### src/hdl/lcc_pkg.sv
// ----------------------------------------------------------------------------
// lcc_pkg: shared types and constants for the line crossing counter
// Fixed field widths, datapath widths, codes and the sequencer state type.
// ----------------------------------------------------------------------------
package lcc_pkg;

    // field widths
    localparam int COORD_W   = 16;
    localparam int OUT_W     = 2;
    localparam int VCOUNT_W  = 16;
    localparam int CFG_IDX_W = 2;

    // datapath widths
    localparam int DIFF_W  = COORD_W + 1;      // coordinate differences
    localparam int OPND_W  = DIFF_W + 1;       // multiplier operands
    localparam int PROD_W  = 2 * OPND_W;
    localparam int ACC_W   = 52;               // accumulator
    localparam int CROSS_W = 2 * DIFF_W;       // side cross products (signed)
    localparam int MAG_W   = CROSS_W - 1;      // magnitude of a cross product
    localparam int SPLIT_W = 17;               // low slice of the split multiply
    localparam int NUM_W   = 50;               // dividend |d1| * |num|
    localparam int DEN_W   = MAG_W + 2;        // |cb| + |cf|
    localparam int QUO_W   = COORD_W;          // rounded offset magnitude
    localparam int REM_W   = 52;               // divider remainder

    // repeat suppression radius, in fraction units
    localparam int FRAC_BITS     = 4;
    localparam int REPEAT_PIXELS = 4;
    localparam int RADIUS        = REPEAT_PIXELS << FRAC_BITS;
    localparam int RADIUS_SQ     = RADIUS * RADIUS;

    typedef enum logic [OUT_W-1:0] {
        OUT_SKIPPED  = 2'd0,
        OUT_NO_CROSS = 2'd1,
        OUT_COUNTED  = 2'd2,
        OUT_REPEAT   = 2'd3
    } outcome_t;

    typedef enum logic [CFG_IDX_W-1:0] {
        REG_LINE_A_X = 2'd0,
        REG_LINE_A_Y = 2'd1,
        REG_LINE_B_X = 2'd2,
        REG_LINE_B_Y = 2'd3
    } cfg_reg_t;

    typedef enum logic [4:0] {
        ST_IDLE,
        ST_CB0,
        ST_CB1,
        ST_CF0,
        ST_CF1,
        ST_SIDE,
        ST_MX0,
        ST_MX1,
        ST_DIVX,
        ST_WAITX,
        ST_MY0,
        ST_MY1,
        ST_DIVY,
        ST_WAITY,
        ST_BOX,
        ST_DD0,
        ST_DD1,
        ST_DECIDE,
        ST_DONE
    } state_t;

    typedef struct packed {
        logic en;    // update accumulator
        logic clr;   // start from zero
        logic sub;   // subtract the term
        logic shl;   // term shifted up by SPLIT_W
    } mac_ctrl_t;

endpackage

### src/hdl/lcc_mac.sv
// ----------------------------------------------------------------------------
// lcc_mac: shared multiply-accumulate unit
// One signed 18x18 multiply per cycle, added to or subtracted from a wide
// accumulator, optionally shifted up for split multiplies.
// ----------------------------------------------------------------------------
module lcc_mac (
    input  logic                              clk,
    input  lcc_pkg::mac_ctrl_t                ctrl,
    input  logic signed [lcc_pkg::OPND_W-1:0] op_a,
    input  logic signed [lcc_pkg::OPND_W-1:0] op_b,
    output logic signed [lcc_pkg::ACC_W-1:0]  acc
);
    import lcc_pkg::*;

    logic signed [PROD_W-1:0] prod;
    logic signed [ACC_W-1:0]  term;
    logic signed [ACC_W-1:0]  base;
    logic signed [ACC_W-1:0]  acc_reg;
    logic signed [ACC_W-1:0]  acc_next;

    always_comb begin
        prod = op_a * op_b;
        term = ctrl.shl ? (ACC_W'(prod) <<< SPLIT_W) : ACC_W'(prod);
        base = ctrl.clr ? '0 : acc_reg;
        if (ctrl.en) begin
            acc_next = ctrl.sub ? (base - term) : (base + term);
        end else begin
            acc_next = acc_reg;
        end
    end

    always_ff @(posedge clk) begin
        acc_reg <= acc_next;
    end

    assign acc = acc_reg;

endmodule

### src/hdl/lcc_div.sv
// ----------------------------------------------------------------------------
// lcc_div: iterative rounding divider
// quot = floor((2*numer + denom) / (2*denom)), one quotient bit per cycle.
// The quotient must fit QUO_W bits; the caller guarantees it.
// ----------------------------------------------------------------------------
module lcc_div (
    input  logic                            clk,
    input  logic                            rstn,
    input  logic                            start,
    input  logic [lcc_pkg::NUM_W-1:0]       numer,
    input  logic [lcc_pkg::DEN_W-1:0]       denom,
    output logic                            busy,
    output logic                            done,
    output logic [lcc_pkg::QUO_W-1:0]       quot
);
    import lcc_pkg::*;

    localparam int CNT_W = $clog2(QUO_W);

    logic             busy_reg, busy_next;
    logic             done_reg, done_next;
    logic [CNT_W-1:0] cnt_reg, cnt_next;
    logic [REM_W-1:0] rem_reg, rem_next;
    logic [REM_W-1:0] dsh_reg, dsh_next;
    logic [QUO_W-1:0] quot_reg, quot_next;
    logic [REM_W:0]   diff;
    logic             ge;

    always_comb begin
        busy_next = busy_reg;
        done_next = 1'b0;
        cnt_next  = cnt_reg;
        rem_next  = rem_reg;
        dsh_next  = dsh_reg;
        quot_next = quot_reg;
        diff      = {1'b0, rem_reg} - {1'b0, dsh_reg};
        ge        = ~diff[REM_W];
        if (start) begin
            // the half-divisor bias gives round-half-up on magnitudes
            rem_next  = (REM_W'(numer) << 1) + REM_W'(denom);
            dsh_next  = (REM_W'(denom) << 1) << (QUO_W - 1);
            quot_next = '0;
            cnt_next  = CNT_W'(QUO_W - 1);
            busy_next = 1'b1;
        end else if (busy_reg) begin
            if (ge) begin
                rem_next = diff[REM_W-1:0];
            end
            quot_next = {quot_reg[QUO_W-2:0], ge};
            dsh_next  = dsh_reg >> 1;
            cnt_next  = cnt_reg - 1'b1;
            if (cnt_reg == '0) begin
                busy_next = 1'b0;
                done_next = 1'b1;
            end
        end
    end

    always_ff @(posedge clk) begin
        if (!rstn) begin
            busy_reg <= 1'b0;
            done_reg <= 1'b0;
            cnt_reg  <= '0;
        end else begin
            busy_reg <= busy_next;
            done_reg <= done_next;
            cnt_reg  <= cnt_next;
        end
    end

    always_ff @(posedge clk) begin
        rem_reg  <= rem_next;
        dsh_reg  <= dsh_next;
        quot_reg <= quot_next;
    end

    assign busy = busy_reg;
    assign done = done_reg;
    assign quot = quot_reg;

endmodule

### src/hdl/line_crossing_counter_unit.sv
// ----------------------------------------------------------------------------
// line_crossing_counter_unit: counts tracked points crossing a set line
// Side test, segment intersection and repeat check for one point at a time,
// on a shared multiply-accumulate unit and an iterative divider.
// ----------------------------------------------------------------------------
// A skipped point goes straight to the result; a point that does not change
// sides ends after the side test; a side change runs two 16-step divisions.
// One point at a time: a new point is taken only when idle, which can be while
// the previous result still waits on the output register.
// Reset (aresetn low, synchronous): line registers, last crossing point and
// count cleared to zero, both channels empty.
// ----------------------------------------------------------------------------
module line_crossing_counter_unit #(
    parameter int COUNT_WIDTH = 16
) (
    input  logic                                  aclk,
    input  logic                                  aresetn,
    // point input
    input  logic                                  s_valid,
    output logic                                  s_ready,
    input  logic                                  s_point_valid,
    input  logic signed [lcc_pkg::COORD_W-1:0]    s_before_x,
    input  logic signed [lcc_pkg::COORD_W-1:0]    s_before_y,
    input  logic signed [lcc_pkg::COORD_W-1:0]    s_after_x,
    input  logic signed [lcc_pkg::COORD_W-1:0]    s_after_y,
    input  logic                                  s_last_point,
    // result output
    output logic                                  m_valid,
    input  logic                                  m_ready,
    output logic [lcc_pkg::OUT_W-1:0]             m_outcome,
    output logic [lcc_pkg::VCOUNT_W-1:0]          m_vehicle_count,
    output logic                                  m_frame_end,
    // register writes
    input  logic                                  cfg_valid,
    output logic                                  cfg_ready,
    input  logic [lcc_pkg::CFG_IDX_W-1:0]         cfg_index,
    input  logic signed [lcc_pkg::COORD_W-1:0]    cfg_data
);
    import lcc_pkg::*;

    // control state
    state_t                    state_reg, state_next;
    logic                      m_valid_reg, m_valid_next;
    logic [COUNT_WIDTH-1:0]    count_reg, count_next;
    logic signed [COORD_W-1:0] last_x_reg, last_x_next;
    logic signed [COORD_W-1:0] last_y_reg, last_y_next;
    logic signed [COORD_W-1:0] line_ax_reg, line_ax_next;
    logic signed [COORD_W-1:0] line_ay_reg, line_ay_next;
    logic signed [COORD_W-1:0] line_bx_reg, line_bx_next;
    logic signed [COORD_W-1:0] line_by_reg, line_by_next;

    // per-transaction working registers
    logic signed [COORD_W-1:0] bx_reg, bx_next;
    logic signed [COORD_W-1:0] by_reg, by_next;
    logic signed [DIFF_W-1:0]  d1x_reg, d1x_next;
    logic signed [DIFF_W-1:0]  d1y_reg, d1y_next;
    logic signed [DIFF_W-1:0]  d2x_reg, d2x_next;
    logic signed [DIFF_W-1:0]  d2y_reg, d2y_next;
    logic signed [DIFF_W-1:0]  wbx_reg, wbx_next;
    logic signed [DIFF_W-1:0]  wby_reg, wby_next;
    logic signed [DIFF_W-1:0]  wfx_reg, wfx_next;
    logic signed [DIFF_W-1:0]  wfy_reg, wfy_next;
    logic signed [CROSS_W-1:0] cb_reg, cb_next;
    logic [MAG_W-1:0]          cbmag_reg, cbmag_next;
    logic [MAG_W-1:0]          cfmag_reg, cfmag_next;
    logic [COORD_W-1:0]        d1xmag_reg, d1xmag_next;
    logic [COORD_W-1:0]        d1ymag_reg, d1ymag_next;
    logic [DEN_W-1:0]          den_reg, den_next;
    logic signed [DIFF_W-1:0]  px_reg, px_next;
    logic signed [DIFF_W-1:0]  py_reg, py_next;
    logic signed [OPND_W-1:0]  ddx_reg, ddx_next;
    logic signed [OPND_W-1:0]  ddy_reg, ddy_next;
    outcome_t                  outcome_reg, outcome_next;
    logic                      frame_reg, frame_next;

    // output payload
    outcome_t                  m_outcome_reg, m_outcome_next;
    logic [VCOUNT_W-1:0]       m_count_reg, m_count_next;
    logic                      m_frame_reg, m_frame_next;

    // shared units
    mac_ctrl_t                 mac_ctrl;
    logic signed [OPND_W-1:0]  op_a, op_b;
    logic signed [ACC_W-1:0]   acc;
    logic                      div_start, div_busy, div_done;
    logic [QUO_W-1:0]          quot;

    logic signed [CROSS_W-1:0] cf_w;
    logic                      opposite;
    logic signed [DIFF_W-1:0]  qs_w;
    logic signed [DIFF_W-1:0]  ax_w, ay_w, ex_w, ey_w;
    logic                      in_x, in_y;

    lcc_mac u_mac (
        .clk  (aclk),
        .ctrl (mac_ctrl),
        .op_a (op_a),
        .op_b (op_b),
        .acc  (acc)
    );

    lcc_div u_div (
        .clk   (aclk),
        .rstn  (aresetn),
        .start (div_start),
        .numer (acc[NUM_W-1:0]),
        .denom (den_reg),
        .busy  (div_busy),
        .done  (div_done),
        .quot  (quot)
    );

    assign cf_w = acc[CROSS_W-1:0];
    // strictly opposite sides of the counting line; implies a nonzero denominator
    assign opposite = (cb_reg != '0) && (cf_w != '0) &&
                      (cb_reg[CROSS_W-1] != cf_w[CROSS_W-1]);

    assign ax_w = DIFF_W'(line_ax_reg);
    assign ay_w = DIFF_W'(line_ay_reg);
    assign ex_w = DIFF_W'(line_bx_reg);
    assign ey_w = DIFF_W'(line_by_reg);
    assign in_x = ((ax_w <= px_reg) && (px_reg <= ex_w)) ||
                  ((ex_w <= px_reg) && (px_reg <= ax_w));
    assign in_y = ((ay_w <= py_reg) && (py_reg <= ey_w)) ||
                  ((ey_w <= py_reg) && (py_reg <= ay_w));

    always_comb begin
        state_next    = state_reg;
        m_valid_next  = m_valid_reg;
        count_next    = count_reg;
        last_x_next   = last_x_reg;
        last_y_next   = last_y_reg;
        line_ax_next  = line_ax_reg;
        line_ay_next  = line_ay_reg;
        line_bx_next  = line_bx_reg;
        line_by_next  = line_by_reg;
        bx_next       = bx_reg;
        by_next       = by_reg;
        d1x_next      = d1x_reg;
        d1y_next      = d1y_reg;
        d2x_next      = d2x_reg;
        d2y_next      = d2y_reg;
        wbx_next      = wbx_reg;
        wby_next      = wby_reg;
        wfx_next      = wfx_reg;
        wfy_next      = wfy_reg;
        cb_next       = cb_reg;
        cbmag_next    = cbmag_reg;
        cfmag_next    = cfmag_reg;
        d1xmag_next   = d1xmag_reg;
        d1ymag_next   = d1ymag_reg;
        den_next      = den_reg;
        px_next       = px_reg;
        py_next       = py_reg;
        ddx_next      = ddx_reg;
        ddy_next      = ddy_reg;
        outcome_next  = outcome_reg;
        frame_next    = frame_reg;
        m_outcome_next = m_outcome_reg;
        m_count_next  = m_count_reg;
        m_frame_next  = m_frame_reg;
        mac_ctrl      = '0;
        op_a          = '0;
        op_b          = '0;
        div_start     = 1'b0;
        qs_w          = '0;

        if (m_valid_reg && m_ready) begin
            m_valid_next = 1'b0;
        end

        if (cfg_valid) begin
            case (cfg_reg_t'(cfg_index))
                REG_LINE_A_X: line_ax_next = cfg_data;
                REG_LINE_A_Y: line_ay_next = cfg_data;
                REG_LINE_B_X: line_bx_next = cfg_data;
                REG_LINE_B_Y: line_by_next = cfg_data;
                default: ;
            endcase
        end

        case (state_reg)
            ST_IDLE: begin
                if (s_valid) begin
                    bx_next    = s_before_x;
                    by_next    = s_before_y;
                    d1x_next   = DIFF_W'(s_after_x) - DIFF_W'(s_before_x);
                    d1y_next   = DIFF_W'(s_after_y) - DIFF_W'(s_before_y);
                    d2x_next   = ex_w - ax_w;
                    d2y_next   = ey_w - ay_w;
                    wbx_next   = ax_w - DIFF_W'(s_before_x);
                    wby_next   = ay_w - DIFF_W'(s_before_y);
                    wfx_next   = ax_w - DIFF_W'(s_after_x);
                    wfy_next   = ay_w - DIFF_W'(s_after_y);
                    frame_next = s_last_point;
                    if (s_point_valid) begin
                        state_next = ST_CB0;
                    end else begin
                        outcome_next = OUT_SKIPPED;
                        state_next   = ST_DONE;
                    end
                end
            end
            // side value of a point: (A - p).x * d2.y - (A - p).y * d2.x
            ST_CB0: begin
                mac_ctrl   = '{en: 1'b1, clr: 1'b1, sub: 1'b0, shl: 1'b0};
                op_a       = OPND_W'(wbx_reg);
                op_b       = OPND_W'(d2y_reg);
                state_next = ST_CB1;
            end
            ST_CB1: begin
                mac_ctrl   = '{en: 1'b1, clr: 1'b0, sub: 1'b1, shl: 1'b0};
                op_a       = OPND_W'(wby_reg);
                op_b       = OPND_W'(d2x_reg);
                state_next = ST_CF0;
            end
            ST_CF0: begin
                cb_next    = acc[CROSS_W-1:0];
                mac_ctrl   = '{en: 1'b1, clr: 1'b1, sub: 1'b0, shl: 1'b0};
                op_a       = OPND_W'(wfx_reg);
                op_b       = OPND_W'(d2y_reg);
                state_next = ST_CF1;
            end
            ST_CF1: begin
                mac_ctrl   = '{en: 1'b1, clr: 1'b0, sub: 1'b1, shl: 1'b0};
                op_a       = OPND_W'(wfy_reg);
                op_b       = OPND_W'(d2x_reg);
                state_next = ST_SIDE;
            end
            // num = cb, den = cb - cf; with opposite signs |den| = |cb| + |cf|
            ST_SIDE: begin
                if (opposite) begin
                    cbmag_next  = cb_reg[CROSS_W-1] ? MAG_W'(-cb_reg) : MAG_W'(cb_reg);
                    cfmag_next  = cf_w[CROSS_W-1] ? MAG_W'(-cf_w) : MAG_W'(cf_w);
                    d1xmag_next = d1x_reg[DIFF_W-1] ? COORD_W'(-d1x_reg) : COORD_W'(d1x_reg);
                    d1ymag_next = d1y_reg[DIFF_W-1] ? COORD_W'(-d1y_reg) : COORD_W'(d1y_reg);
                    state_next  = ST_MX0;
                end else begin
                    outcome_next = OUT_NO_CROSS;
                    state_next   = ST_DONE;
                end
            end
            ST_MX0: begin
                den_next   = DEN_W'(cbmag_reg) + DEN_W'(cfmag_reg);
                mac_ctrl   = '{en: 1'b1, clr: 1'b1, sub: 1'b0, shl: 1'b0};
                op_a       = $signed(OPND_W'(cbmag_reg[SPLIT_W-1:0]));
                op_b       = $signed(OPND_W'(d1xmag_reg));
                state_next = ST_MX1;
            end
            ST_MX1: begin
                mac_ctrl   = '{en: 1'b1, clr: 1'b0, sub: 1'b0, shl: 1'b1};
                op_a       = $signed(OPND_W'(cbmag_reg[MAG_W-1:SPLIT_W]));
                op_b       = $signed(OPND_W'(d1xmag_reg));
                state_next = ST_DIVX;
            end
            ST_DIVX: begin
                div_start  = 1'b1;
                state_next = ST_WAITX;
            end
            ST_WAITX: begin
                if (div_done) begin
                    qs_w       = d1x_reg[DIFF_W-1] ? -$signed(DIFF_W'(quot))
                                                   : $signed(DIFF_W'(quot));
                    px_next    = DIFF_W'(bx_reg) + qs_w;
                    state_next = ST_MY0;
                end
            end
            ST_MY0: begin
                mac_ctrl   = '{en: 1'b1, clr: 1'b1, sub: 1'b0, shl: 1'b0};
                op_a       = $signed(OPND_W'(cbmag_reg[SPLIT_W-1:0]));
                op_b       = $signed(OPND_W'(d1ymag_reg));
                state_next = ST_MY1;
            end
            ST_MY1: begin
                mac_ctrl   = '{en: 1'b1, clr: 1'b0, sub: 1'b0, shl: 1'b1};
                op_a       = $signed(OPND_W'(cbmag_reg[MAG_W-1:SPLIT_W]));
                op_b       = $signed(OPND_W'(d1ymag_reg));
                state_next = ST_DIVY;
            end
            ST_DIVY: begin
                div_start  = 1'b1;
                state_next = ST_WAITY;
            end
            ST_WAITY: begin
                if (div_done) begin
                    qs_w       = d1y_reg[DIFF_W-1] ? -$signed(DIFF_W'(quot))
                                                   : $signed(DIFF_W'(quot));
                    py_next    = DIFF_W'(by_reg) + qs_w;
                    state_next = ST_BOX;
                end
            end
            ST_BOX: begin
                if (in_x && in_y) begin
                    ddx_next   = OPND_W'(px_reg) - OPND_W'(last_x_reg);
                    ddy_next   = OPND_W'(py_reg) - OPND_W'(last_y_reg);
                    state_next = ST_DD0;
                end else begin
                    outcome_next = OUT_NO_CROSS;
                    state_next   = ST_DONE;
                end
            end
            ST_DD0: begin
                mac_ctrl   = '{en: 1'b1, clr: 1'b1, sub: 1'b0, shl: 1'b0};
                op_a       = ddx_reg;
                op_b       = ddx_reg;
                state_next = ST_DD1;
            end
            ST_DD1: begin
                mac_ctrl   = '{en: 1'b1, clr: 1'b0, sub: 1'b0, shl: 1'b0};
                op_a       = ddy_reg;
                op_b       = ddy_reg;
                state_next = ST_DECIDE;
            end
            ST_DECIDE: begin
                if (acc < $signed(ACC_W'(RADIUS_SQ))) begin
                    // repeat: forget the stored point
                    last_x_next  = '0;
                    last_y_next  = '0;
                    outcome_next = OUT_REPEAT;
                end else begin
                    last_x_next  = px_reg[COORD_W-1:0];
                    last_y_next  = py_reg[COORD_W-1:0];
                    if (~&count_reg) begin
                        count_next = count_reg + 1'b1;
                    end
                    outcome_next = OUT_COUNTED;
                end
                state_next = ST_DONE;
            end
            ST_DONE: begin
                if (!m_valid_reg || m_ready) begin
                    m_valid_next   = 1'b1;
                    m_outcome_next = outcome_reg;
                    m_count_next   = VCOUNT_W'(count_reg);
                    m_frame_next   = frame_reg;
                    state_next     = ST_IDLE;
                end
            end
            default: begin
                state_next = ST_IDLE;
            end
        endcase
    end

    always_ff @(posedge aclk) begin
        if (!aresetn) begin
            state_reg   <= ST_IDLE;
            m_valid_reg <= 1'b0;
            count_reg   <= '0;
            last_x_reg  <= '0;
            last_y_reg  <= '0;
            line_ax_reg <= '0;
            line_ay_reg <= '0;
            line_bx_reg <= '0;
            line_by_reg <= '0;
        end else begin
            state_reg   <= state_next;
            m_valid_reg <= m_valid_next;
            count_reg   <= count_next;
            last_x_reg  <= last_x_next;
            last_y_reg  <= last_y_next;
            line_ax_reg <= line_ax_next;
            line_ay_reg <= line_ay_next;
            line_bx_reg <= line_bx_next;
            line_by_reg <= line_by_next;
        end
    end

    always_ff @(posedge aclk) begin
        bx_reg        <= bx_next;
        by_reg        <= by_next;
        d1x_reg       <= d1x_next;
        d1y_reg       <= d1y_next;
        d2x_reg       <= d2x_next;
        d2y_reg       <= d2y_next;
        wbx_reg       <= wbx_next;
        wby_reg       <= wby_next;
        wfx_reg       <= wfx_next;
        wfy_reg       <= wfy_next;
        cb_reg        <= cb_next;
        cbmag_reg     <= cbmag_next;
        cfmag_reg     <= cfmag_next;
        d1xmag_reg    <= d1xmag_next;
        d1ymag_reg    <= d1ymag_next;
        den_reg       <= den_next;
        px_reg        <= px_next;
        py_reg        <= py_next;
        ddx_reg       <= ddx_next;
        ddy_reg       <= ddy_next;
        outcome_reg   <= outcome_next;
        frame_reg     <= frame_next;
        m_outcome_reg <= m_outcome_next;
        m_count_reg   <= m_count_next;
        m_frame_reg   <= m_frame_next;
    end

    assign s_ready         = (state_reg == ST_IDLE);
    assign cfg_ready       = 1'b1;
    assign m_valid         = m_valid_reg;
    assign m_outcome       = m_outcome_reg;
    assign m_vehicle_count = m_count_reg;
    assign m_frame_end     = m_frame_reg;

    // divider is only started when idle
    a_div_start_idle: assert property (@(posedge aclk) disable iff (!aresetn)
        div_start |-> !div_busy)
        else $error("divider started while busy");

    // one transaction at a time on the input
    a_single_item: assert property (@(posedge aclk) disable iff (!aresetn)
        (s_valid && s_ready) |=> !s_ready)
        else $error("input accepted while a point is in work");

    // a counted result implies a nonzero running count
    a_counted_nonzero: assert property (@(posedge aclk) disable iff (!aresetn)
        (m_valid && m_outcome == OUT_COUNTED) |-> (count_reg != '0))
        else $error("counted result with zero count");

    // the count never goes down outside reset
    a_count_monotonic: assert property (@(posedge aclk) disable iff (!aresetn)
        $past(aresetn) |-> (count_reg >= $past(count_reg)))
        else $error("crossing count decreased");

endmodule

### config.mk
export PLATFORM = sky130hd
export DESIGN_NAME = line_crossing_counter_unit
export DESIGN_NICKNAME = d
export VERILOG_FILES = /design/src/hdl/lcc_pkg.sv /design/src/hdl/lcc_mac.sv /design/src/hdl/lcc_div.sv /design/src/hdl/line_crossing_counter_unit.sv
export SDC_FILE = /design/constraint.sdc
export NUM_CORES = 2
export LEC_CHECK = 0
export BUFFER_PORTS_ARGS = -buffer_cell sky130_fd_sc_hd__buf_4
export CORE_MARGIN = 5
export CORE_UTILIZATION = 42
export CTS_CLUSTER_SIZE = 12
export DETAILED_ROUTE_END_ITERATION = 7
export HOLD_SLACK_MARGIN = 0.12
export PLACE_DENSITY = 0.62
export REMOVE_ABC_BUFFERS = 1
export SETUP_SLACK_MARGIN = 0.2
export SYNTH_ARGS = -nofsm -noshare
export SYNTH_HDL_FRONTEND = slang
export SYNTH_HIERARCHICAL = 1
export SYNTH_SLANG_ARGS = --single-unit
### constraint.sdc
create_clock -name aclk -period 13.43 [get_ports aclk]
set_input_delay 0.6715 -clock aclk [delete_from_list [all_inputs] [get_ports aclk]]
set_output_delay 0.6715 -clock aclk [all_outputs]
set_load 0.01 [all_outputs]
==> out/results.ini <==
[status]
outcome=finished clean

[yosys]
yosys.area_share.xor_xnor=0.07203
synth_edf_count=565
syn_area_per_cell_um2=9.313
ys.flop_type=edfxtp_1
synth-adder-area-share=0.2180
synth_compound_area_frac=0.1566
synth_cell_types=102
yosys_register_bits=721
synth_top_family_by_area=adder cells
synthSimpleGateAreaFrac=0.1624
synth_warnings=6
synth_area_um2=62200
ys_seq_area_frac=0.3230
synthArstFlopShare=0
synth_mux_area_frac=0.009092
syn_inst=6679

[die]
core_um2=147500
start_util=0.4217
io_pins=111
die_area_um2=155900
die_w_um=394.8
die_height_um=394.8
rows=141

[clock_network]
cts_tree=built
clk_path_buf_depth=3
clk_latency_ps=700
cts_buffers=87
cts.clk_slew.worst_paths_ps=80
numClockSinks=721
h-tree-depth=3
cts_root_buf=clkbuf_16

[worst_setup_path]
r2r_start=state_reg[4]
end_kind=flop
cpPeakStageDelay_ps=680
reg2reg_slack_ps=830
r2r_cells=45
path_class=flop to flop
cp-start-kind=flop
timing.rr.end=u_mac/acc[45]
slowest_stage=or4b_2
worstPathArrival_ps=13030
worstPathMaxFanout=17
required_ps=13860

[global_route]
grt_max_degree=84
grtUsageTotal=0.2430
antenna_found_initial=6
grt_pass1_wl_um=295300
grt_overflow_total=0
first_global_vias=48635

[placed_design]
dp_hpwl_um=155200
portBuffers=109
post-place-cells=8617
gp_congestion=0.9735
pre_cts_slack_ps=-268.8

[route]
wl_met3_um=13300
ant_nets=0
wl_met1_um=84420
wire_per_inst_um=21.95
highest_layer=met5
wl_met2_um=88050
drc=0
drt-total-wl_um=193600
drt-pass1-iter-count=8
vias_per_cell=5.657
initialDrtViolationCount=4303
vias=49906

[min_path]
hold_start=s_before_x[2]
min_delay_path_depth=1
whs_endpoint=bx_reg[2]
hold_class=input port to flop

[final_layout]
area_growth_pct=11.15
drive_gt1_frac=0.07345
fin_util=0.4688
finalNonFillerCells=8822
nNetsFinal=7780
fillCellCount=13943

[sta]
hold_viol_final=0
finClkSkew_ps=40.08
finalSetupViolCount=0
tightestPinTransition_ps=1207
setup_slack_ps=826.2
final-max-slew-violation-count=0
clock.fmax_mhz=79.34
min_period_over_period=0.9385
finalSetupTns_ps=0
min_period_ps=12600
relSlewSlack=0.1940
rsz0062_at_grt=no

[job]
maxCapViolCount=0

-- how the worst max path moves through the flow --
stage	start	to	depth (start not counted)
after detailed placement	state_reg[1]	u_mac/acc[45]	43
final	state_reg[4]	u_mac/acc[45]	45
after CTS	state_reg[3]	u_mac/acc[45]	44
after global routing	state_reg[3]	u_mac/acc[45]	40
after global placement	state_reg[3]	u_mac/acc[45]	44
after floorplan	state_reg[3]	u_mac/acc[45]	38
-- timing repair --
item,in CTS,in global routing
setup buffers,13,12
pin swaps,6,11
gates resized for setup,10,17
setup endpoints to repair,6,11
hold buffers,13,0
cloned,0,0
hold endpoints to repair,13,0
-- synth_stat cells (12+ instances only) --
library cell / number / area share
a21oi_1: 350 / 0.028
or3_1: 56 / 0.0056
a21boi_0: 137 / 0.017
a41o_1: 16 / 0.0026
a211o_1: 17 / 0.0024
nor2b_1: 123 / 0.012
clkbuf_1: 183 / 0.011
and3_1: 52 / 0.0052
edfxtp_1: 565 / 0.27
xnor2_1: 380 / 0.054
a31oi_1: 41 / 0.0041
inv_1: 751 / 0.045
o21ai_0: 267 / 0.021
and4_1: 12 / 0.0017
mux2i_1: 52 / 0.0084
o41ai_1: 16 / 0.0023
o21bai_1: 37 / 0.0045
nor3_1: 112 / 0.0090
or2_2: 27 / 0.0027
ha_1: 532 / 0.11
o31ai_1: 50 / 0.0060
dfxtp_1: 156 / 0.050
and2_1: 206 / 0.021
o211ai_1: 25 / 0.0030
nand4_1: 84 / 0.0084
nand3_1: 165 / 0.013
a22oi_1: 72 / 0.0087
a211oi_1: 47 / 0.0057
a21o_1: 154 / 0.019
buf_1: 21 / 0.0013
xor2_1: 129 / 0.018
o31a_1: 15 / 0.0021
nand2_1: 733 / 0.044
nor2_1: 386 / 0.023
or4_1: 13 / 0.0016
fa_1: 345 / 0.11
nand2b_1: 74 / 0.0074
o22ai_1: 13 / 0.0013
a222oi_1: 16 / 0.0026
o21a_1: 40 / 0.0048
-- stage by stage --
stage / instance area, um^2 / hold slack [ps]
final: 69140 / 167.8
after global routing: 69130 / 136.3
after CTS: 68960 / 120.1
after detailed placement: 65590 / 408.0
after global placement: 65590 / 402.4
after floorplan: 61380 / 400.3
-- routing by layer --
metal,up-vias,global-route usage
met1,24476,0.3313
li1,23502,-
met3,287,0.03825
met4,4,0.08312
met2,1637,0.3944
met5,-,0.004002
-- logic make-up after synthesis --
| group | count (synthesis) |
|---|---|
| simple gates | 2093 |
| compound gates | 1451 |
| buf+inv | 969 |
| fa+ha+maj | 877 |
| mux | 56 |
| xor+xnor | 510 |
| other cells | 2 |
| flops | 721 |
-- cell usage in the layout, fill, tap and decap left out, types with 37 or more instances in the layout --
master       n
nand2_1    733
a21o_1     154
a21oi_1    348
nor3_1     109
inv_1      751
or3_1       55
buf_4      246
o21ai_0    267
nor2b_1    121
o21a_1      40
xnor2_1    380
nor2_1     383
clkbuf_16   90
o21bai_1    37
nand3_1    162
a21boi_0   137
nand2b_1    73
xor2_1     129
mux2i_1     52
and3_1      50
edfxtp_1   565
nand4_1     84
a211oi_1    46
a31oi_1     39
fa_1       345
a22oi_1     57
o31ai_1     49
and2_1     206
ha_1       532
dfxtp_1    153
-- area by class of cell --
type	count	area, um^2	share of cell area
Multi-Input combinational cell	4990	38700	0.5598
Sequential cell	721	20100	0.2907
Inverter	753	2826	0.04088
Tap cell	1930	2415	0.03493
Clock buffer	111	2391	0.03458
Timing Repair Buffer	261	2017	0.02917
Clock inverter	53	685.7	0.009917
Antenna cell	3	7.507	0.0001086
-- worst max-delay path, delay by kind of cell (launching register included) --
kind | cells | cell delay (ps)
buffers and inverters | 10 | 1340
AND/OR/NAND/NOR | 12 | 3110
adder cells (fa/ha/maj) | 8 | 3820
AO/OA/AOI/OAI | 12 | 3130
flip-flops | 1 | 490
XOR/XNOR | 3 | 390
Power is left out: the tool's default activity adds up to more than one toggle a clock period on the data nets, which glitch-free logic cannot reach.
